## src/rtl/dfc_pkg.sv

```systemverilog
// Package for the distance follow controller: item, result, config and control types.
`timescale 1ns / 1ps
`default_nettype none

package dfc_pkg;

    // command codes
    localparam logic [1:0] CMD_TICK  = 2'd0;
    localparam logic [1:0] CMD_START = 2'd1;
    localparam logic [1:0] CMD_STOP  = 2'd2;

    // configuration register indexes
    localparam logic [2:0] REG_GO_SPEED     = 3'd0;
    localparam logic [2:0] REG_NEAR_MM      = 3'd1;
    localparam logic [2:0] REG_MAX_VALID_MM = 3'd2;
    localparam logic [2:0] REG_BRAKE_TICKS  = 3'd3;
    localparam logic [2:0] REG_POLL_TICKS   = 3'd4;
    localparam logic [2:0] REG_HEADING_GAIN = 3'd5;
    localparam logic [2:0] REG_TURN_LIMIT   = 3'd6;

    localparam int CFG_INDEX_W = 3;
    localparam int CFG_DATA_W  = 16;

    // register reset values
    localparam logic [9:0]         GO_SPEED_RST     = 10'd450;
    localparam logic [15:0]        NEAR_MM_RST      = 16'd500;
    localparam logic [15:0]        MAX_VALID_MM_RST = 16'd4000;
    localparam logic [7:0]         BRAKE_TICKS_RST  = 8'd20;
    localparam logic [7:0]         POLL_TICKS_RST   = 8'd10;
    localparam logic signed [10:0] HEADING_GAIN_RST = -11'sd85;
    localparam logic [14:0]        TURN_LIMIT_RST   = 15'd250;

    // heading error wrap bounds, centidegrees
    localparam int ERR_W = 18;
    localparam logic signed [ERR_W-1:0] HALF_TURN    = 18'sd18000;
    localparam logic signed [ERR_W-1:0] ONE_TURN     = 18'sd36000;
    localparam logic signed [ERR_W-1:0] THREE_HALVES = 18'sd54000;
    localparam logic signed [ERR_W-1:0] TWO_TURNS    = 18'sd72000;

    // |err * gain| < 2^25; floor(x / 1000) = (x * ceil(2^35 / 1000)) >> 35 for x < 2^25
    localparam int PROD_W    = 25;
    localparam int RECIP_W   = 26;
    localparam int DIV_SHIFT = 35;
    localparam logic [RECIP_W-1:0] DIV_RECIP = 26'd34359739;

    typedef enum logic [1:0] {
        MODE_STOP  = 2'd0,
        MODE_GO    = 2'd1,
        MODE_BRAKE = 2'd2
    } mode_t;

    typedef enum logic [1:0] {
        TURN_HOLD,
        TURN_ZERO,
        TURN_CALC
    } turn_op_t;

    typedef struct packed {
        logic [1:0]         command;
        logic               kill_active;
        logic               sensor_ready;
        logic               sample_done;
        logic [15:0]        distance_mm;
        logic signed [15:0] yaw_cdeg;
    } item_t;

    typedef struct packed {
        logic               cmd_active;
        logic [9:0]         speed_out;
        logic signed [15:0] turn_out;
        logic               poll_request;
        logic [1:0]         follow_state;
    } result_t;

    typedef struct packed {
        logic [9:0]         go_speed;
        logic [15:0]        near_threshold_mm;
        logic [15:0]        max_valid_mm;
        logic [7:0]         brake_ticks;
        logic [7:0]         poll_ticks;
        logic signed [10:0] heading_gain_tenths;
        logic [14:0]        turn_limit;
    } cfg_t;

    // result fields decided by the state machine, carried down the turn pipe
    typedef struct packed {
        logic       active;
        logic [9:0] speed;
        logic       poll;
        logic [1:0] state;
        turn_op_t   op;
    } out_ctl_t;

    typedef struct packed {
        out_ctl_t    info;
        logic [14:0] err_mag;
        logic        err_neg;
    } ctl_t;

endpackage

`default_nettype wire

```

## src/rtl/dfc_ctrl.sv

```systemverilog
// Follow state machine, poll divider, heading latch and wrapped heading error.
`timescale 1ns / 1ps
`default_nettype none

module dfc_ctrl
    import dfc_pkg::*;
(
    input  wire logic  clk,
    input  wire logic  rst_n,
    input  wire logic  accept,
    input  wire item_t item,
    input  wire cfg_t  cfg,
    output ctl_t       ctl_next
);

    mode_t              mode_reg, mode_next;
    logic signed [15:0] heading_target_reg, heading_target_next;
    logic               heading_latched_reg, heading_latched_next;
    logic [7:0]         poll_count_reg, poll_count_next;
    logic [7:0]         brake_count_reg, brake_count_next;
    logic               last_active_reg, last_active_next;
    logic [9:0]         last_speed_reg, last_speed_next;

    logic                    dist_valid;
    logic [8:0]              poll_sum;
    logic [8:0]              brake_sum;
    logic                    poll;
    turn_op_t                op;
    logic signed [ERR_W-1:0] diff;
    logic signed [ERR_W-1:0] err;
    logic signed [ERR_W-1:0] err_abs;

    always_comb
    begin
        dist_valid = item.sensor_ready && item.sample_done
                     && (item.distance_mm <= cfg.max_valid_mm);
        poll_sum  = {1'b0, poll_count_reg} + 9'd1;
        brake_sum = {1'b0, brake_count_reg} + 9'd1;

        mode_next            = mode_reg;
        heading_target_next  = heading_target_reg;
        heading_latched_next = heading_latched_reg;
        poll_count_next      = poll_count_reg;
        brake_count_next     = brake_count_reg;
        last_active_next     = last_active_reg;
        last_speed_next      = last_speed_reg;
        poll                 = 1'b0;
        op                   = TURN_HOLD;

        if (item.command == CMD_START)
        begin
            mode_next = MODE_STOP;
            if (!heading_latched_reg)
            begin
                heading_target_next  = item.yaw_cdeg;
                heading_latched_next = 1'b1;
            end
            poll_count_next  = '0;
            brake_count_next = '0;
            last_active_next = 1'b1;
            last_speed_next  = '0;
            op               = TURN_ZERO;
        end
        else if (item.command == CMD_STOP)
        begin
            mode_next        = MODE_STOP;
            brake_count_next = '0;
            last_active_next = 1'b0;
            last_speed_next  = '0;
            op               = TURN_ZERO;
        end
        else if (item.command == CMD_TICK && !item.kill_active)
        begin
            if (poll_sum >= {1'b0, cfg.poll_ticks})
            begin
                poll_count_next = '0;
                poll            = 1'b1;
            end
            else
            begin
                poll_count_next = poll_sum[7:0];
            end

            if (!dist_valid)
            begin
                mode_next        = MODE_STOP;
                brake_count_next = '0;
            end
            else
            begin
                case (mode_reg)
                    MODE_GO:
                    begin
                        if (item.distance_mm <= cfg.near_threshold_mm)
                        begin
                            mode_next        = MODE_BRAKE;
                            brake_count_next = '0;
                        end
                    end
                    MODE_BRAKE:
                    begin
                        if (brake_sum >= {1'b0, cfg.brake_ticks})
                            mode_next = MODE_STOP;
                        brake_count_next = brake_sum[8] ? 8'hFF : brake_sum[7:0];
                    end
                    default:
                    begin
                        if (item.distance_mm > cfg.near_threshold_mm)
                            mode_next = MODE_GO;
                    end
                endcase
            end

            last_active_next = 1'b1;
            if (mode_next == MODE_GO)
            begin
                last_speed_next = cfg.go_speed;
                op              = TURN_CALC;
            end
            else
            begin
                last_speed_next = '0;
                op              = TURN_ZERO;
            end
        end
    end

    // error lies in [-65535, 65535]: at most two turns to fold into (-180, 180]
    always_comb
    begin
        diff = ERR_W'(item.yaw_cdeg) - ERR_W'(heading_target_reg);
        if (diff > THREE_HALVES)
            err = diff - TWO_TURNS;
        else if (diff > HALF_TURN)
            err = diff - ONE_TURN;
        else if (diff <= -THREE_HALVES)
            err = diff + TWO_TURNS;
        else if (diff <= -HALF_TURN)
            err = diff + ONE_TURN;
        else
            err = diff;
        err_abs = err[ERR_W-1] ? -err : err;

        ctl_next.info.active = last_active_next;
        ctl_next.info.speed  = last_speed_next;
        ctl_next.info.poll   = poll;
        ctl_next.info.state  = mode_next;
        ctl_next.info.op     = op;
        ctl_next.err_mag     = err_abs[14:0];
        ctl_next.err_neg     = err[ERR_W-1];
    end

    always_ff @(posedge clk or negedge rst_n)
    begin
        if (!rst_n)
        begin
            mode_reg            <= MODE_STOP;
            heading_target_reg  <= '0;
            heading_latched_reg <= 1'b0;
            poll_count_reg      <= '0;
            brake_count_reg     <= '0;
            last_active_reg     <= 1'b0;
            last_speed_reg      <= '0;
        end
        else if (accept)
        begin
            mode_reg            <= mode_next;
            heading_target_reg  <= heading_target_next;
            heading_latched_reg <= heading_latched_next;
            poll_count_reg      <= poll_count_next;
            brake_count_reg     <= brake_count_next;
            last_active_reg     <= last_active_next;
            last_speed_reg      <= last_speed_next;
        end
    end

endmodule

`default_nettype wire

```

## src/rtl/distance_follow_controller.sv

```systemverilog
// Top level of the distance follow controller: config registers and heading turn pipeline.
`timescale 1ns / 1ps
`default_nettype none

// Takes one item per clock while item_stall is low and returns one result per
// item, in order, through the s1, s2, s3 and result registers. The first stage
// runs the stop/go/brake machine, poll divider and heading error; the next three
// form the turn pipeline (error times gain, divide by 1000 through a reciprocal
// multiply, then sign and clamp into the result register). A stalled result
// only holds the input side once all four stages are full. Configuration writes
// take effect at the next edge and are meant to happen while no item is in flight.
module distance_follow_controller
    import dfc_pkg::*;
(
    input  wire logic                   clk,
    input  wire logic                   rst_n,
    input  wire logic                   item_valid,
    output logic                        item_stall,
    input  wire item_t                  item,
    output logic                        result_valid,
    input  wire logic                   result_stall,
    output result_t                     result,
    input  wire logic                   cfg_write_en,
    input  wire logic [CFG_INDEX_W-1:0] cfg_index,
    input  wire logic [CFG_DATA_W-1:0]  cfg_data
);

    cfg_t    cfg_reg;
    ctl_t    ctl_next;

    logic    accept;
    logic    s1_en, s2_en, s3_en, out_en;

    logic    s1_valid_reg;
    ctl_t    s1_reg;
    logic    s2_valid_reg;
    out_ctl_t s2_info_reg;
    logic [PROD_W-1:0] s2_mag_reg;
    logic    s2_neg_reg;
    logic    s3_valid_reg;
    out_ctl_t s3_info_reg;
    logic [14:0] s3_q_reg;
    logic    s3_neg_reg;
    logic    result_valid_reg;
    result_t result_reg;
    logic signed [15:0] last_turn_reg, last_turn_next;

    logic                      gain_neg;
    logic [10:0]               gain_mag;
    logic [25:0]               prod;
    logic [PROD_W+RECIP_W-1:0] q_full;
    logic [14:0]               turn_mag;
    logic [15:0]               turn_calc;

    // bubble-collapsing enables
    assign out_en     = !result_valid_reg || !result_stall;
    assign s3_en      = !s3_valid_reg || out_en;
    assign s2_en      = !s2_valid_reg || s3_en;
    assign s1_en      = !s1_valid_reg || s2_en;
    assign item_stall = !s1_en;
    assign accept     = item_valid && s1_en;

    assign result_valid = result_valid_reg;
    assign result       = result_reg;

    always_ff @(posedge clk or negedge rst_n)
    begin
        if (!rst_n)
        begin
            cfg_reg.go_speed            <= GO_SPEED_RST;
            cfg_reg.near_threshold_mm   <= NEAR_MM_RST;
            cfg_reg.max_valid_mm        <= MAX_VALID_MM_RST;
            cfg_reg.brake_ticks         <= BRAKE_TICKS_RST;
            cfg_reg.poll_ticks          <= POLL_TICKS_RST;
            cfg_reg.heading_gain_tenths <= HEADING_GAIN_RST;
            cfg_reg.turn_limit          <= TURN_LIMIT_RST;
        end
        else if (cfg_write_en)
        begin
            case (cfg_index)
                REG_GO_SPEED:     cfg_reg.go_speed            <= cfg_data[9:0];
                REG_NEAR_MM:      cfg_reg.near_threshold_mm   <= cfg_data;
                REG_MAX_VALID_MM: cfg_reg.max_valid_mm        <= cfg_data;
                REG_BRAKE_TICKS:  cfg_reg.brake_ticks         <= cfg_data[7:0];
                REG_POLL_TICKS:   cfg_reg.poll_ticks          <= cfg_data[7:0];
                REG_HEADING_GAIN: cfg_reg.heading_gain_tenths <= cfg_data[10:0];
                REG_TURN_LIMIT:   cfg_reg.turn_limit          <= cfg_data[14:0];
                default:          ;
            endcase
        end
    end

    dfc_ctrl u_ctrl (
        .clk      (clk),
        .rst_n    (rst_n),
        .accept   (accept),
        .item     (item),
        .cfg      (cfg_reg),
        .ctl_next (ctl_next)
    );

    always_comb
    begin
        gain_neg = cfg_reg.heading_gain_tenths[10];
        gain_mag = gain_neg ? 11'(-cfg_reg.heading_gain_tenths)
                            : 11'(cfg_reg.heading_gain_tenths);
        prod     = 26'(s1_reg.err_mag) * 26'(gain_mag);
        q_full   = (PROD_W+RECIP_W)'(s2_mag_reg) * (PROD_W+RECIP_W)'(DIV_RECIP);

        turn_mag  = (s3_q_reg > cfg_reg.turn_limit) ? cfg_reg.turn_limit : s3_q_reg;
        turn_calc = s3_neg_reg ? -{1'b0, turn_mag} : {1'b0, turn_mag};

        case (s3_info_reg.op)
            TURN_CALC: last_turn_next = turn_calc;
            TURN_ZERO: last_turn_next = '0;
            default:   last_turn_next = last_turn_reg;
        endcase
    end

    always_ff @(posedge clk or negedge rst_n)
    begin
        if (!rst_n)
        begin
            s1_valid_reg     <= 1'b0;
            s2_valid_reg     <= 1'b0;
            s3_valid_reg     <= 1'b0;
            result_valid_reg <= 1'b0;
            last_turn_reg    <= '0;
        end
        else
        begin
            if (s1_en)
                s1_valid_reg <= item_valid;
            if (s2_en)
                s2_valid_reg <= s1_valid_reg;
            if (s3_en)
                s3_valid_reg <= s2_valid_reg;
            if (out_en)
                result_valid_reg <= s3_valid_reg;
            if (out_en && s3_valid_reg)
                last_turn_reg <= last_turn_next;
        end
    end

    always_ff @(posedge clk)
    begin
        if (accept)
            s1_reg <= ctl_next;
        if (s2_en && s1_valid_reg)
        begin
            s2_info_reg <= s1_reg.info;
            s2_mag_reg  <= prod[PROD_W-1:0];
            s2_neg_reg  <= s1_reg.err_neg ^ gain_neg;
        end
        if (s3_en && s2_valid_reg)
        begin
            s3_info_reg <= s2_info_reg;
            s3_q_reg    <= q_full[DIV_SHIFT+14:DIV_SHIFT];
            s3_neg_reg  <= s2_neg_reg;
        end
        if (out_en && s3_valid_reg)
        begin
            result_reg.cmd_active   <= s3_info_reg.active;
            result_reg.speed_out    <= s3_info_reg.speed;
            result_reg.turn_out     <= last_turn_next;
            result_reg.poll_request <= s3_info_reg.poll;
            result_reg.follow_state <= s3_info_reg.state;
        end
    end

    // an empty first stage always takes an item
    a_empty_takes: assert property (@(posedge clk) disable iff (!rst_n)
        !s1_valid_reg |-> !item_stall)
        else $error("input stalled with empty first stage");

    // nonzero speed is only shown while the machine sits in go
    a_speed_in_go: assert property (@(posedge clk) disable iff (!rst_n)
        result_valid && (result.speed_out != '0) |-> result.follow_state == MODE_GO)
        else $error("speed output outside go state");

    // a poll request only comes from a tick, which makes the command active
    a_poll_active: assert property (@(posedge clk) disable iff (!rst_n)
        result_valid && result.poll_request |-> result.cmd_active)
        else $error("poll request without active command");

    // a result moves on only when a stage behind it had one
    a_out_source: assert property (@(posedge clk) disable iff (!rst_n)
        !result_valid_reg && !s3_valid_reg |=> !result_valid_reg)
        else $error("result appeared from an empty pipeline");

endmodule

`default_nettype wire

```

## config.mk

```make
export PLATFORM = sky130hd
export DESIGN_NAME = distance_follow_controller
export DESIGN_NICKNAME = d
export VERILOG_FILES = /design/src/rtl/dfc_pkg.sv /design/src/rtl/dfc_ctrl.sv /design/src/rtl/distance_follow_controller.sv
export SDC_FILE = /design/constraint.sdc
export NUM_CORES = 1
export LEC_CHECK = 0
export ABC_AREA = 0
export BUFFER_PORTS_ARGS = -buffer_cell sky130_fd_sc_hd__buf_2
export CAP_MARGIN = 20
export CORE_MARGIN = 1.5
export CORE_UTILIZATION = 45
export CTS_BUF_LIST = sky130_fd_sc_hd__clkbuf_2 sky130_fd_sc_hd__clkbuf_4 sky130_fd_sc_hd__clkbuf_8
export CTS_CLUSTER_SIZE = 16
export DETAILED_ROUTE_END_ITERATION = 8
export PLACE_DENSITY = 0.65
export SETUP_SLACK_MARGIN = 0.5
export SLEW_MARGIN = 20
export SYNTH_ARGS = -nofsm -noshare
export SYNTH_HDL_FRONTEND = slang
export SYNTH_HIERARCHICAL = 1
export SYNTH_SLANG_ARGS = --single-unit
```

## constraint.sdc

```tcl
create_clock -name clk -period 10.3 [get_ports clk]
set_clock_uncertainty 0.1 [all_clocks]
set_input_delay 1.545 -clock clk [delete_from_list [all_inputs] [get_ports clk]]
set_output_delay 1.545 -clock clk [all_outputs]
set_load 0.05 [all_outputs]
```

Yosys cells after proc, flatten, opt, wreduce, memory -nomap -nowiden. Cells that the tools add are included.

Register bits: 286. Bits in latches: 0. Bits in writable memories: 0. ROM bits: 0. Input port bits: 61. Output and inout bits: 32. Word-level logic and storage cells: 163. Memories: 0.

$add $sub $neg: 10. Multiply operators: 2. Divide/modulo/power cells: 0. Order comparisons: 10. Equality and inequality tests: 16. Shifts and indexed selects: 0. Multiplexer cells: 41. Bitwise operators: 3. Reduce and logical (&&, ||, !) cells: 35.

Operators with widths (number): $mux 8 (10); $mux 18 (4); $mul 25x26->50 const B (1); $mux 10 (4); $le 16x16->1 (2); $pmux 16 s2 (1); $mux 15 (2); $mul 15x11->25 (1); $mux 2 (11); $add 18x17->18 const B (1); $add 18x18->18 const B (1); $add 8x1->9 const B (2); $ge 9x8->1 (2); $gt 18x16->1 const B (1); $gt 18x17->1 const B (1); $le 18x16->1 const B (1); $le 18x17->1 const B (1); $sub 18x17->18 const B (1); $sub 18x18->18 const B (1); $sub 16x16->17 (1); $gt 16x16->1 (1); $mux 16 (1); $neg 15->16 (1); $pmux 8 s2 (1); 27 further kinds (64).

Longest topological paths before layout. Gate-level depths: netlist of run 1.

Word-level depth: 13. Gate-level depth with buffers: 28.

Cells and area by module. The synthesis of run 1 kept the hierarchy.

By module, submodules not included: distance_follow_controller (instances 1, cells an instance 2260, area an instance 24498.5 µm², sequential area each 6729.0 µm²); dfc_ctrl (instances 1, cells an instance 759, area an instance 6372.4 µm², sequential area each 1151.1 µm²).

Worst setup path after synthesis of run 1. OpenSTA, ideal clock, no wires.

Kind: register to register. Start: register cfg_reg[15] in the netlist's numbering. End: register s2_mag_reg[24] (data pin). Arrival: 6.426 ns. Required time: 9.942 ns. Slack: 3.516 ns. Cell stages (with the launch flop): 26. Path buffers: 3. Clock period less this slack: 6.784 ns. Cell sequence: dfstp_2 -> clkbuf_1 -> clkbuf_1 -> inv_1 -> ha_1 -> nand2b_1 -> o21ai_0 -> xnor2_1 -> clkbuf_1 -> nand2_1 -> fa_1 -> fa_1 -> inv_1 -> fa_1 -> fa_1 -> inv_1 -> fa_1 -> inv_1 -> ha_1 -> nand2_1 -> o21ai_0 -> nor3_2 -> a311oi_4 -> a2111oi_4 -> a21oi_2 -> xnor2_1.

Longest elaborated chain between the ends: 3.

RTL lines: from (decl) (RTL line distance_follow_controller.sv:28) `cfg_t cfg_reg;`; $neg 11->11 (RTL line distance_follow_controller.sv:105) `gain_mag = gain_neg ? 11'(-cfg_reg.heading_gain_tenths)`; $mux 11 (*) (RTL line distance_follow_controller.sv:105); $mul 15x11->25 (*) (RTL line distance_follow_controller.sv:107) `prod = 26'(s1_reg.err_mag) * 26'(gain_mag);`; named net prod[24] (RTL line distance_follow_controller.sv:50) `logic [25:0] prod;`; to (signal assigned) (RTL line distance_follow_controller.sv:152) `s2_mag_reg <= prod[PROD_W-1:0];`; to (decl) (RTL line distance_follow_controller.sv:38) `logic [PROD_W-1:0] s2_mag_reg;`.

The timed path passes the listed nets; every way through them passes the cells marked *. A chain may end at the register's enable or synchronous reset.

Final worst setup path of run 1.
Start: register s2_mag_reg[7]. End: register s3_q_reg[14] (data pin).

Longest elaborated chain between the ends: 1.

RTL lines: $mul 25x26->50 (RTL line distance_follow_controller.sv:108) `q_full = (PROD_W+RECIP_W)'(s2_mag_reg) * (PROD_W+RECIP_W)'(DIV_RECIP);`; named net q_full[49] (RTL line distance_follow_controller.sv:51) `logic [PROD_W+RECIP_W-1:0] q_full;`; to (signal assigned) (RTL line distance_follow_controller.sv:158) `s3_q_reg <= q_full[DIV_SHIFT+14:DIV_SHIFT];`; to (decl) (RTL line distance_follow_controller.sv:42) `logic [14:0] s3_q_reg;`.

The timed path passes the listed nets, and every way through them passes these cells.

==> flow_summary.ini, run 1 <==
[cts]
cts_hold_buf = 0
cts_tree = done
clk_pin_slew_worst_paths_ns = 0.06
cts_resized = 0
clock_latency_ns = 0.60
post-cts-setup-buffer-count = 0
cts-root-buf = clkbuf_8
cts_inserted_buffers = 49
clkSinkCount = 286
clock_path_buffers = 3
h-tree-depth = 2

[die]
dieArea_um2 = 70200
rows = 95
floorplan.initialDensity = 0.457
die_h_um = 265
die_x_um = 265
ioPinCount = 93
core_area_um2 = 67500

[detailed_routing]
drc = 0
viasPerCell = 5.24
wl_um = 69700
drtIter0Drc = 1248
detail_route.first_pass.iterations = 8
wl_per_cell_um = 17.3
ant_nets = 0
vias = 21100

[grt]
antenna_found_initial = 4
grt_pass1_vias = 21500
grt_max_degree = 90
grt_pass1_wl_um = 114000
grt_overflow_total = 0
grt.total_usage = 0.203

[synth]
synthDistinctLibCells = 109
synth.avg_cell_area_um2 = 10.2
async_flop_share = 0.524
ys_ff_latch = 286
syn_nets = 3811
synth-main-ff-cell = edfxtp_1
synth_edf_count = 136
synth_area_um2 = 30900
ys_seq_area_frac = 0.255
synth_cells = 3019
yosysWarnings = 6

[timing]
finalHoldViolCount = 0
rsz0062_at_grt = false
fin_crit_sh = 0.684
max_freq_mhz = 142
setup_viol = 0
tns_ns = 0
min_period_ns = 7.04
worstMarginPinSlew_ns = 1.03
slew-limit-headroom = 0.316
slew_violations = 0

[critical_path]
critPathKind = reg2reg
cp.arrival_ns = 7.29
cp_max_fo = 8
startpoint_type = flip-flop
crit_path_start = s2_mag_reg[7]$_DFFE_PP_
cp_data_required_time_ns = 10.54
worstReg2RegStart = s2_mag_reg[7]$_DFFE_PP_
endpoint_kind = flip-flop

[min_path]
holdCritStartpoint = s2_info_reg[5]$_DFFE_PP_
hold_path.class = reg2reg

[cells_and_area]
multiInputGateArea_um2 = 20200
drive_above_1_share = 0.128
largest_reg_flops = 84
fillers = 6191
fin_nets = 3904
area_growth_pct = 7.99
seqCellArea_um2 = 7880

[place]
port_buffers = 92
gp_congestion = 0.894
hpwl_um = 56500

[job]
drv_cap = 0

[run_status]
outcome = finished clean
## metal layers
metal,share of wire,GRT usage,vias up
met5,0,0,-
met4,0.027,0.0581,0
met2,0.46,0.328,465
met1,0.47,0.284,10300
li1,-,-,10200
met3,0.049,0.0304,124
## final timing paths
kind,endpoint,slack (ns),cells past startpoint
worst max-delay path,s3_q_reg[14]$_DFFE_PP_,3.26,20
worst min-delay path,s3_info_reg[5]$_DFFE_PP_,0.32,0
worst max register to register,s3_q_reg[14]$_DFFE_PP_,3.26,20
worst min register to register,s3_info_reg[5]$_DFFE_PP_,0.32,0
max in group asynchronous,u_ctrl/heading_target_reg[14]$_DFFE_PN0P_,7.79,2
min in group asynchronous,last_turn_reg[9]$_DFFE_PN0P_,0.91,1
## worst max-delay path: stages, from the launching register on
cell and delay [ns]:
edfxtp_1 0.63, ha_1 0.53, inv_1 0.09, fa_1 0.50, inv_1 0.05, fa_1 0.56
fa_1 0.42, ha_1 0.34, fa_1 0.54, inv_1 0.05, fa_1 0.53, inv_1 0.04
ha_1 0.31, a21oi_1 0.26, o21ai_0 0.18, o31ai_1 0.37, o2111ai_1 0.31, and2_1 0.29
a211oi_1 0.41, o21bai_1 0.13, xnor2_1 0.14
## Yosys cell counts (all sizes together) (25+ instances only)
library cell / n / area [µm²]
a21o: 40 / 302
a21oi: 108 / 578
and2: 87 / 547
clkbuf: 55 / 209
dfrtp: 116 / 2900
dfstp: 34 / 893
edfxtp: 136 / 4080
fa: 320 / 6410
ha: 411 / 5140
inv: 650 / 2440
mux2: 100 / 1130
nand2: 226 / 863
nand2b: 25 / 159
nand3: 36 / 180
nand4: 25 / 156
nor2: 72 / 270
nor3: 34 / 190
o21ai: 91 / 455
xnor2: 80 / 757
xor2: 29 / 262
## cell type report
type,count,share of cell area
diodes,1,0.0000751
clock buffers,70,0.0261
clock inverters,21,0.00510
inverters,650,0.0733
multi-input cells,2010,0.607
flip-flops and latches,286,0.236
well taps,873,0.0328
repair buffers,115,0.0193
## through the flow
step	setup WS, ns	hold slack [ns]	std cells	area [µm²]	utilization
4_1_cts	3.23	0.303	4024	33300	0.494
2_1_floorplan	3.52	0.300	3019	30900	-
3_3_place_gp	3.27	0.301	3933	32300	0.478
5_1_grt	2.93	0.319	4026	33300	0.494
3_5_place_dp	3.26	0.305	3933	32300	0.478
6_report	3.26	0.318	4026	33300	0.494
## placed cells by master, fill, tap and decap left out, types with 25 or more instances in the layout
| cell type | count |
|---|---|
| a21oi_1 | 100 |
| clkbuf_8 | 55 |
| nor2_1 | 72 |
| edfxtp_1 | 136 |
| xor2_1 | 28 |
| fa_1 | 320 |
| mux2_2 | 100 |
| nor3_1 | 30 |
| a21o_1 | 39 |
| dfrtp_1 | 116 |
| o21ai_0 | 82 |
| ha_1 | 411 |
| xnor2_1 | 74 |
| and2_1 | 83 |
| nand2_1 | 222 |
| nand3_1 | 36 |
| inv_1 | 649 |
| nand4_1 | 25 |
| dfstp_2 | 34 |
| buf_2 | 91 |
## cell families (layout without fill, tap and decap cells)
group,count (synthesis),count (layout),share of synthesized area
flip-flops,286,286,0.255
buffers and inverters,723,856,0.0897
XOR/XNOR,109,109,0.0330
AO/OA/AOI/OAI,474,474,0.112
other,0,1,0
multiplexers,109,109,0.0394
AND/OR/NAND/NOR,587,587,0.0970
adder cells (fa/ha/maj),731,731,0.374
Power of run 1 is left out: the tool's default activity adds up to more than one toggle a clock period on the data nets, which glitch-free logic cannot reach.
==> run 2: changes to the inputs <==
--- a/config.mk
+++ b/config.mk
@@ -13,7 +13,7 @@
 export CTS_BUF_LIST = sky130_fd_sc_hd__clkbuf_2 sky130_fd_sc_hd__clkbuf_4 sky130_fd_sc_hd__clkbuf_8
 export CTS_CLUSTER_SIZE = 16
 export DETAILED_ROUTE_END_ITERATION = 8
-export PLACE_DENSITY = 0.65
+export PLACE_DENSITY = 0.67
 export SETUP_SLACK_MARGIN = 0.5
 export SLEW_MARGIN = 20
 export SYNTH_ARGS = -nofsm -noshare
==> constraint.sdc (replaced) <==
create_clock -name clk -period 6.3 [get_ports clk]
set_clock_uncertainty 0.1 [all_clocks]
set_input_delay 0.945 -clock clk [delete_from_list [all_inputs] [get_ports clk]]
set_output_delay 0.945 -clock clk [all_outputs]
set_load 0.05 [all_outputs]
==> run 2 against run 1 <==
Net effect:
- via count is 3.7% higher
- count of clock-buffer cells in the layout is 4 higher
- setup slack worse by 3.2 ns
- critical endpoint is now s3_q_reg[11]$_DFFE_PP_
- critical path type unchanged
- highest routed layer is now met5
- cell area is 8.1% higher
==> flow_summary.ini, run 2 (synthesis results as in run 1) <==
[detailed_routing]
vias = 21900
wl_met3_um = 2870
drtIter0Drc = 1235
viasPerCell = 5.23
detail_route.first_pass.iterations = 5
wl_met2_um = 34900
wl_met1_um = 34300
wl_um = 74300
wl_per_cell_um = 17.7
drc = 0
routed.top_layer = met5
ant_nets = 0

[cts]
clk_pin_slew_worst_paths_ns = 0.06
cts_hold_buf = 0
cts-root-buf = clkbuf_8
h-tree-depth = 2
cts_inserted_buffers = 50
clock_latency_ns = 0.64
cts_tree = done
clock_path_buffers = 3
clkSinkCount = 286

[timing]
slew-limit-headroom = 0.288
max_freq_mhz = 160
tns_ns = 0
finalHoldViolCount = 0
setup_viol = 0
worstMarginPinSlew_ns = 1.07
min_period_ns = 6.26
worst_slack_ns = 0.0448
fin_crit_sh = 0.993
slew_violations = 0
rsz0062_at_grt = true

[die]
floorplan.initialDensity = 0.457
ioPinCount = 93
dieArea_um2 = 70200
rows = 95
core_area_um2 = 67500
die_h_um = 265
die_x_um = 265

[cells_and_area]
seqCellArea_um2 = 7880
fin_nets = 4067
area_growth_pct = 16.7
final_cell_mix = inv_1 (616), ha_1 (364), fa_1 (301), nand2_1 (195), buf_4 (152)
final_core_util = 0.534
largest_reg_flops = 84
drive_above_1_share = 0.232
multiInputGateArea_um2 = 21400
fillers = 5919
final_common_cell = inv_1
diodes = 0

[min_path]
hold_path.class = in2async

[critical_path]
r2r_slack_ns = 0.04
cp_data_required_time_ns = 6.58
cp.arrival_ns = 6.53
endpoint_kind = flip-flop
cp_max_fo = 3
startpoint_type = flip-flop
critPathKind = reg2reg

[place]
port_buffers = 92
dp_slack_ns = -0.0826
gp_congestion = 0.935
hpwl_um = 58500

[grt]
antenna_found_initial = 1
grt.total_usage = 0.213
grt_pass1_wl_um = 120000
grt_overflow_total = 0
grt_pass1_vias = 22600
grt_max_degree = 66

[job]
drv_cap = 0

[run_status]
outcome = finished clean
## run 2: routing by layer
| layer | vias up | global-route usage |
|---|---|---|
| met5 | - | 0 |
| met4 | 2 | 0.0712 |
| met3 | 134 | 0.0250 |
| met2 | 458 | 0.354 |
| met1 | 10700 | 0.290 |
| li1 | 10600 | - |
## run 2: worst max-delay path: stages (launching register included)
cell      delay [ns]
edfxtp_1        0.45
buf_6           0.16
fa_1            0.46
fa_1            0.58
fa_1            0.45
fa_1            0.47
fa_1            0.51
inv_2           0.04
fa_1            0.48
fa_2            0.58
inv_2           0.04
ha_4            0.27
nand4_1         0.14
nor2_2          0.20
o211ai_1        0.14
a21oi_2         0.28
o21ai_4         0.10
a21oi_2         0.27
mux2i_1         0.21
nand3_1         0.08
## run 2: area by class of cell
class / instances / area share
timing repair buffer: 277 / 0.0571
clock buffer: 74 / 0.0253
inverter: 650 / 0.0679
sequential: 286 / 0.219
multi-input combinational: 2010 / 0.594
clock inverter: 20 / 0.00618
tap: 873 / 0.0303
## run 2: final timing paths
kind | to | depth (start not counted) | startpoint
max | s3_q_reg[11]$_DFFE_PP_ | 19 | s2_mag_reg[21]$_DFFE_PP_
min | result_valid$_DFFE_PN0P_ | 1 | rst_n
max reg2reg | s3_q_reg[11]$_DFFE_PP_ | 19 | s2_mag_reg[21]$_DFFE_PP_
min reg2reg | s3_info_reg[10]$_DFFE_PP_ | 0 | s2_info_reg[10]$_DFFE_PP_
max in group asynchronous | u_ctrl/heading_target_reg[2]$_DFFE_PN0P_ | 2 | rst_n
min in group clk | s3_info_reg[10]$_DFFE_PP_ | 0 | s2_info_reg[10]$_DFFE_PP_
## run 2: per-stage QoR
stage                     cells  cell area (µm²)  hold slack (ns)
after floorplan            3019            31400            0.300
after global placement     3997            33300            0.301
after detailed placement   3997            33300            0.305
after CTS                  4160            35400           0.0308
after global routing       4190            36000           0.0447
final                      4190            36000           0.0751
## run 2: what timing repair did
action                                  in CTS  in global routing
gates cloned                                 1                  0
hold endpoints to repair                     0                  0
pin swaps                                   74                 74
buffers inserted                            68                 30
endpoints found under the setup margin      25                 29
gates resized for setup                     84                 96
Power of run 2 is left out for the same reason.
